`src/hdl/bba_pkg.sv`:
```
`timescale 1ns / 1ps
// ----------------------------------------------------------------------------
// Bitmap block allocator package
// Request and response types, request and status codes, and the
// find-first-set helper that the allocator uses.
// ----------------------------------------------------------------------------
package bba_pkg;

  localparam int WORD_BITS = 32;
  localparam int RC_W      = 13;
  localparam int ADDR_W    = 3;
  localparam int DATA_W    = 32;

  localparam logic [2:0] REQ_ALLOC = 3'd0;
  localparam logic [2:0] REQ_FREE  = 3'd1;
  localparam logic [2:0] REQ_MARK  = 3'd2;
  localparam logic [2:0] REQ_INIT  = 3'd3;
  localparam logic [2:0] REQ_LOAD  = 3'd4;
  localparam logic [2:0] REQ_READ  = 3'd5;

  localparam logic [1:0] ST_OK    = 2'd0;
  localparam logic [1:0] ST_FULL  = 2'd1;
  localparam logic [1:0] ST_RANGE = 2'd2;

  localparam logic [0:0] REG_RESERVED_COUNT = 1'b0;

  typedef struct packed {
    logic [2:0]  req_type;
    logic [11:0] index;
    logic [31:0] word_data;
  } req_t;

  typedef struct packed {
    logic [1:0]  status;
    logic [11:0] alloc_index;
    logic [31:0] read_word;
  } resp_t;

  // Position of the lowest set bit; zero when no bit is set.
  function automatic logic [4:0] ffs32(input logic [31:0] v);
    logic [4:0] r;
    r = 5'd0;
    for (int i = WORD_BITS - 1; i >= 0; i--) begin
      if (v[i]) begin
        r = 5'(i);
      end
    end
    return r;
  endfunction

endpackage

```
`src/hdl/bba_apb.sv`:
```
`timescale 1ns / 1ps
// ----------------------------------------------------------------------------
// Bitmap block allocator configuration registers
// APB-style register port holding the reserved entry count used by init.
// ----------------------------------------------------------------------------
module bba_apb
  import bba_pkg::*;
(
  input  logic              clk,
  input  logic              rst,
  input  logic              psel,
  input  logic              penable,
  input  logic              pwrite,
  input  logic [ADDR_W-1:0] paddr,
  input  logic [DATA_W-1:0] pwdata,
  output logic [DATA_W-1:0] prdata,
  output logic              pready,
  output logic [RC_W-1:0]   reserved_count
);

  logic reg_sel;

  // Registers sit on 32-bit boundaries, so the low two address bits are ignored.
  assign reg_sel = (paddr[ADDR_W-1:2] == REG_RESERVED_COUNT);
  assign pready  = 1'b1;

  always_ff @(posedge clk) begin
    if (rst) begin
      reserved_count <= RC_W'(4);
    end else if (psel && penable && pwrite && pready && reg_sel) begin
      reserved_count <= pwdata[RC_W-1:0];
    end
  end

  always_comb begin
    prdata = '0;
    if (reg_sel) begin
      prdata = DATA_W'(reserved_count);
    end
  end

endmodule

```
`config.mk`:
```
export PLATFORM = sky130hd
export DESIGN_NAME = bba_apb
export DESIGN_NICKNAME = d
export VERILOG_FILES = /design/src/hdl/bba_pkg.sv /design/src/hdl/bba_apb.sv
export SDC_FILE = /design/constraint.sdc
export NUM_CORES = 1
export LEC_CHECK = 0
export ABC_CLOCK_PERIOD_IN_PS = 850
export BUFFER_PORTS_ARGS = -buffer_cell sky130_fd_sc_hd__buf_2
export CORE_MARGIN = 5
export CORE_UTILIZATION = 27
export DETAILED_ROUTE_END_ITERATION = 8
export PLACE_DENSITY = 0.73
export SETUP_SLACK_MARGIN = 0.1
export SYNTH_ARGS = -nofsm -noshare
export SYNTH_HDL_FRONTEND = slang
export SYNTH_SLANG_ARGS = --single-unit
```
`constraint.sdc`:
```
create_clock -name clk -period 0.85 [get_ports clk]
set_input_delay 0.17 -clock clk [delete_from_list [all_inputs] [get_ports clk]]
set_output_delay 0.17 -clock clk [all_outputs]
set_load 0.01 [all_outputs]
```
Yosys cells after proc, flatten, opt, wreduce, memory -nomap -nowiden
Cells that the tools add are included.
- word-level logic and storage cells: 6
- output and inout bits: 46
- register bits after elaboration: 13
- input bits: 40
- reduce and logical (&&, ||, !) cells: 3
- bitwise gates (word level): 1
- multiplexer cells: 1
- operator list (kind ; number):
    $mux W13 ; 1
    $logic_and A1 B1 Y1 ; 3
    $not A1 Y1 ; 1

Longest topological paths before layout
- word-level depth: 3
- mapped depth: 4
- depth with buffers taken out: 2

Worst setup path after synthesis
Ideal clock, no wire load.
- path kind: input-to-reg
- start: input port paddr[2]
- end: register reserved_count[0]
- setup slack: -32 ps
- arrival time: 810 ps
- path buffers: 2
- data required time: 778 ps
- stages on the path: 4
- library setup time: 72 ps
- path through: and4b_1 -> buf_6 -> buf_12 -> mux2i_1
- longest elaborated chain between the ends: 2
- ends and longest elaborated chain (item ; line ; RTL):
    start, declared ; bba_apb.sv:14 ; input logic [ADDR_W-1:0] paddr,
    $not A1 Y1 ; bba_apb.sv:24 ; assign reg_sel = (paddr[ADDR_W-1:2] == REG_RESERVED_COUNT);
    $logic_and A1 B1 Y1 ; bba_apb.sv:30 ; end else if (psel && penable && pwrite && pready && reg_sel) begin
    end signal, assigned ; bba_apb.sv:31 ; reserved_count <= pwdata[RC_W-1:0];
    end, declared ; bba_apb.sv:18 ; output logic [RC_W-1:0] reserved_count
No other way between the ends.
A chain may end at the register's enable or synchronous reset.

Worst setup path after layout
- start: register reserved_count[12]
- end: output port prdata[12]
- longest elaborated chain between the ends: 1
- ends and longest elaborated chain (item ; line ; RTL):
    $mux W13 ; bba_apb.sv:37 ; if (reg_sel) begin
    end, declared ; bba_apb.sv:16 ; output logic [DATA_W-1:0] prdata,
No other way between the ends.

==> flow_summary.json <==
{
  "max_freq_mhz": 929.8,
  "clk_path_buf_depth": 2,
  "critPathArrivalTime_ps": 910,
  "synthMuxAreaShare_pct": 15.36,
  "ys_types": 12,
  "combPwrFrac_pct": 23.5,
  "synth_area_leaders": "dfxtp_1 (31%), buf_4 (18%), nand2b_1 (18%)",
  "post-route-period-util_pct": 126.5,
  "drtPass1Iterations": 3,
  "clock_latency_ps": 270,
  "fin_nets": 192,
  "hpwl_um": 1474,
  "clkSinkCount": 13,
  "synth_top_family_by_area": "simple AND/OR/NAND/NOR gates",
  "cts_root_buf": "clkbuf_4",
  "worst_slack_ps": -225.6,
  "drc": 0,
  "path_buf_inv": 1,
  "antenna_found_initial": 0,
  "initial_core_util_pct": 27.98,
  "yosys_warnings": 0,
  "yosysSeqAreaShare_pct": 30.72,
  "grt_use_met2_pct": 16.27,
  "ant_nets": 0,
  "rows": 20,
  "worstPathMaxFanout": 2,
  "grt.total_usage_pct": 9.194,
  "met1_usage_pct": 10.36,
  "num_io_pins": 86,
  "wl_um": 2127,
  "finalHoldViolations": 0,
  "h-tree-depth": 1,
  "grt_max_degree": 27,
  "overflow": 0,
  "drtIter0Drc": 12,
  "cts_buffers": 3,
  "setup_tns_ps": -4060,
  "status": "finished with violations",
  "diodes": 0,
  "crit_slowest_cell": "dfxtp_2",
  "crit_chain": "and2b_2, buf_6",
  "worstPathRequired_ps": 680,
  "synth_top_area_share_pct": 30.72,
  "fin_skew_ps": 0,
  "postCtsHoldBufs": 0,
  "die_h_um": 66.01,
  "wire_per_inst_um": 10.91,
  "dieWidth_um": 66.01,
  "largest_reg_flops": 13,
  "synth_compound_area_share_pct": 0,
  "hold_path_class": "input pin to register",
  "reg_top3": "reserved_count: 13 flops",
  "violations": "setup timing",
  "fin_crit_ps": 1076,
  "p_leak_uw": 0.0006662,
  "portBuffers": 44,
  "vias": 712,
  "synth_top_area_cell": "dfxtp_1",
  "crit_path_end_kind": "primary output",
  "synth-simple-area-share_pct": 30.28,
  "grt_pass1_wl_um": 3098,
  "finish.instance_area_um2": 1478,
  "drive_gt1_share_pct": 59.60,
  "yosys.area_share.xor_xnor_pct": 0,
  "synth_area_per_cell_um2": 9.108,
  "p_total_uw": 1325,
  "power_density_nw_per_um2": 896.9,
  "seqPwrFrac_pct": 47.9,
  "syn_inst": 93,
  "crit_path_max_incr_delay_ps": 330,
  "yosys.area_share.adder_pct": 0,
  "syn_area_um2": 847.1,
  "placed_area_um2": 1077,
  "power.switching_uw": 351.9,
  "vdd_drop_max_uv": 605.7,
  "intPower_uw": 973.4,
  "regMostFlops": "reserved_count",
  "drv_cap": 0,
  "p_clk_share_pct": 28.6,
  "critical_path.top_delay_family": "flip-flops",
  "gp_congestion": 0.6156,
  "use_met3_pct": 3.912,
  "syn_to_final_growth_pct": 74.45,
  "cts_tree": "done",
  "criticalPathCategory": "register to primary output",
  "switching_share_pct": 26.55,
  "rsz0062_at_grt": "true",
  "top_usage_layer": "met2",
  "ys_ff_latch": 13,
  "utilization_pct": 48.80,
  "avgViaCountPerCell": 3.651,
  "grt_pass1_vias": 674,
  "cp-start-kind": "register",
  "finalMaxSlewViolations": 0,
  "die_area_um2": 4357,
  "core_area_um2": 3028,
  "setup_viol": 26,
  "path_clk_slew_ps": 80
}
## per-stage QoR
| step | setup WS [ps] | hold WS, ps | std cells |
|---|---|---|---|
| final | -225.6 | 141.6 | 195 |
| after global routing | -265.7 | 136.2 | 195 |
| after CTS | -230.1 | 131.1 | 190 |
| after detailed placement | -180.6 | 438.2 | 178 |
| after global placement | -166.3 | 433.5 | 178 |
| after floorplan | -31.73 | 324.7 | 111 |
## timing repair
item,4_1_cts,5_1_grt
endpoints found under the setup margin,26,27
buffers inserted,8,5
gates resized for setup,51,10
## cells in the final DEF (no fill, tap or decap), types with 2 or more instances in the layout
cell      synthesis  routed
nor2b_4           0      10
buf_4            20       5
clkbuf_4          0       3
mux2i_1          13      13
buf_12            1       2
buf_6             1      36
nor2_1            2       2
buf_2             0      17
nand2b_1         24      24
conb_1            2      20
and2b_2           3       3
dfxtp_2           0      13
## worst reg2reg max path, stage by stage (launching register included)
cell	delay, ps
dfxtp_2	360
buf_4	110
nand2b_1	40
mux2i_1	140
## path summary, 6_finish.rpt
check	start	endpoint	slack (ps)	cells after the start
hold / removal	pwdata[1]	reserved_count[1]	140	3
hold reg to reg	reserved_count[1]	reserved_count[1]	490	2
setup reg to reg	reserved_count[7]	reserved_count[7]	130	3
setup / recovery	reserved_count[12]	prdata[12]	-230	2
## layer usage
layer,wire length [µm],part of all wire [%]
met4,0,0
met2,1114,52
met1,838,39
met5,0,0
met3,174,8.2
## final cells by class
| type | instances | area [µm²] |
|---|---|---|
| fill | 291 | 1550 |
| timing repair buffer | 61 | 583.1 |
| multi-input combinational | 73 | 536.8 |
| sequential | 13 | 276.5 |
| tap | 44 | 55.05 |
| clock buffer | 4 | 26.28 |
## synth_stat cells
cell and number:
clkbuf_1 3, conb_1 2, nor2b_1 10, buf_6 1, and4b_1 1, mux2i_1 13
buf_4 20, dfxtp_1 13, nand2b_1 24, nor2_1 2, and2b_2 3, buf_12 1
## power by group through the flow
stage / clock, µW / combinational [µW] / sequential [µW]
floorplan: 0 / 202 / 651
global placement: 0 / 229 / 645
detailed placement: 0 / 233 / 645
CTS: 405 / 294 / 635
global route: 439 / 339 / 637
finish: 379 / 312 / 635
## logic make-up after synthesis
kind of cell | after synthesis
DFF | 13
other | 2
and+or+nand+nor | 40
buffers and inverters | 25
muxes | 13
Note: power is estimated with default switching activity, not from simulation.
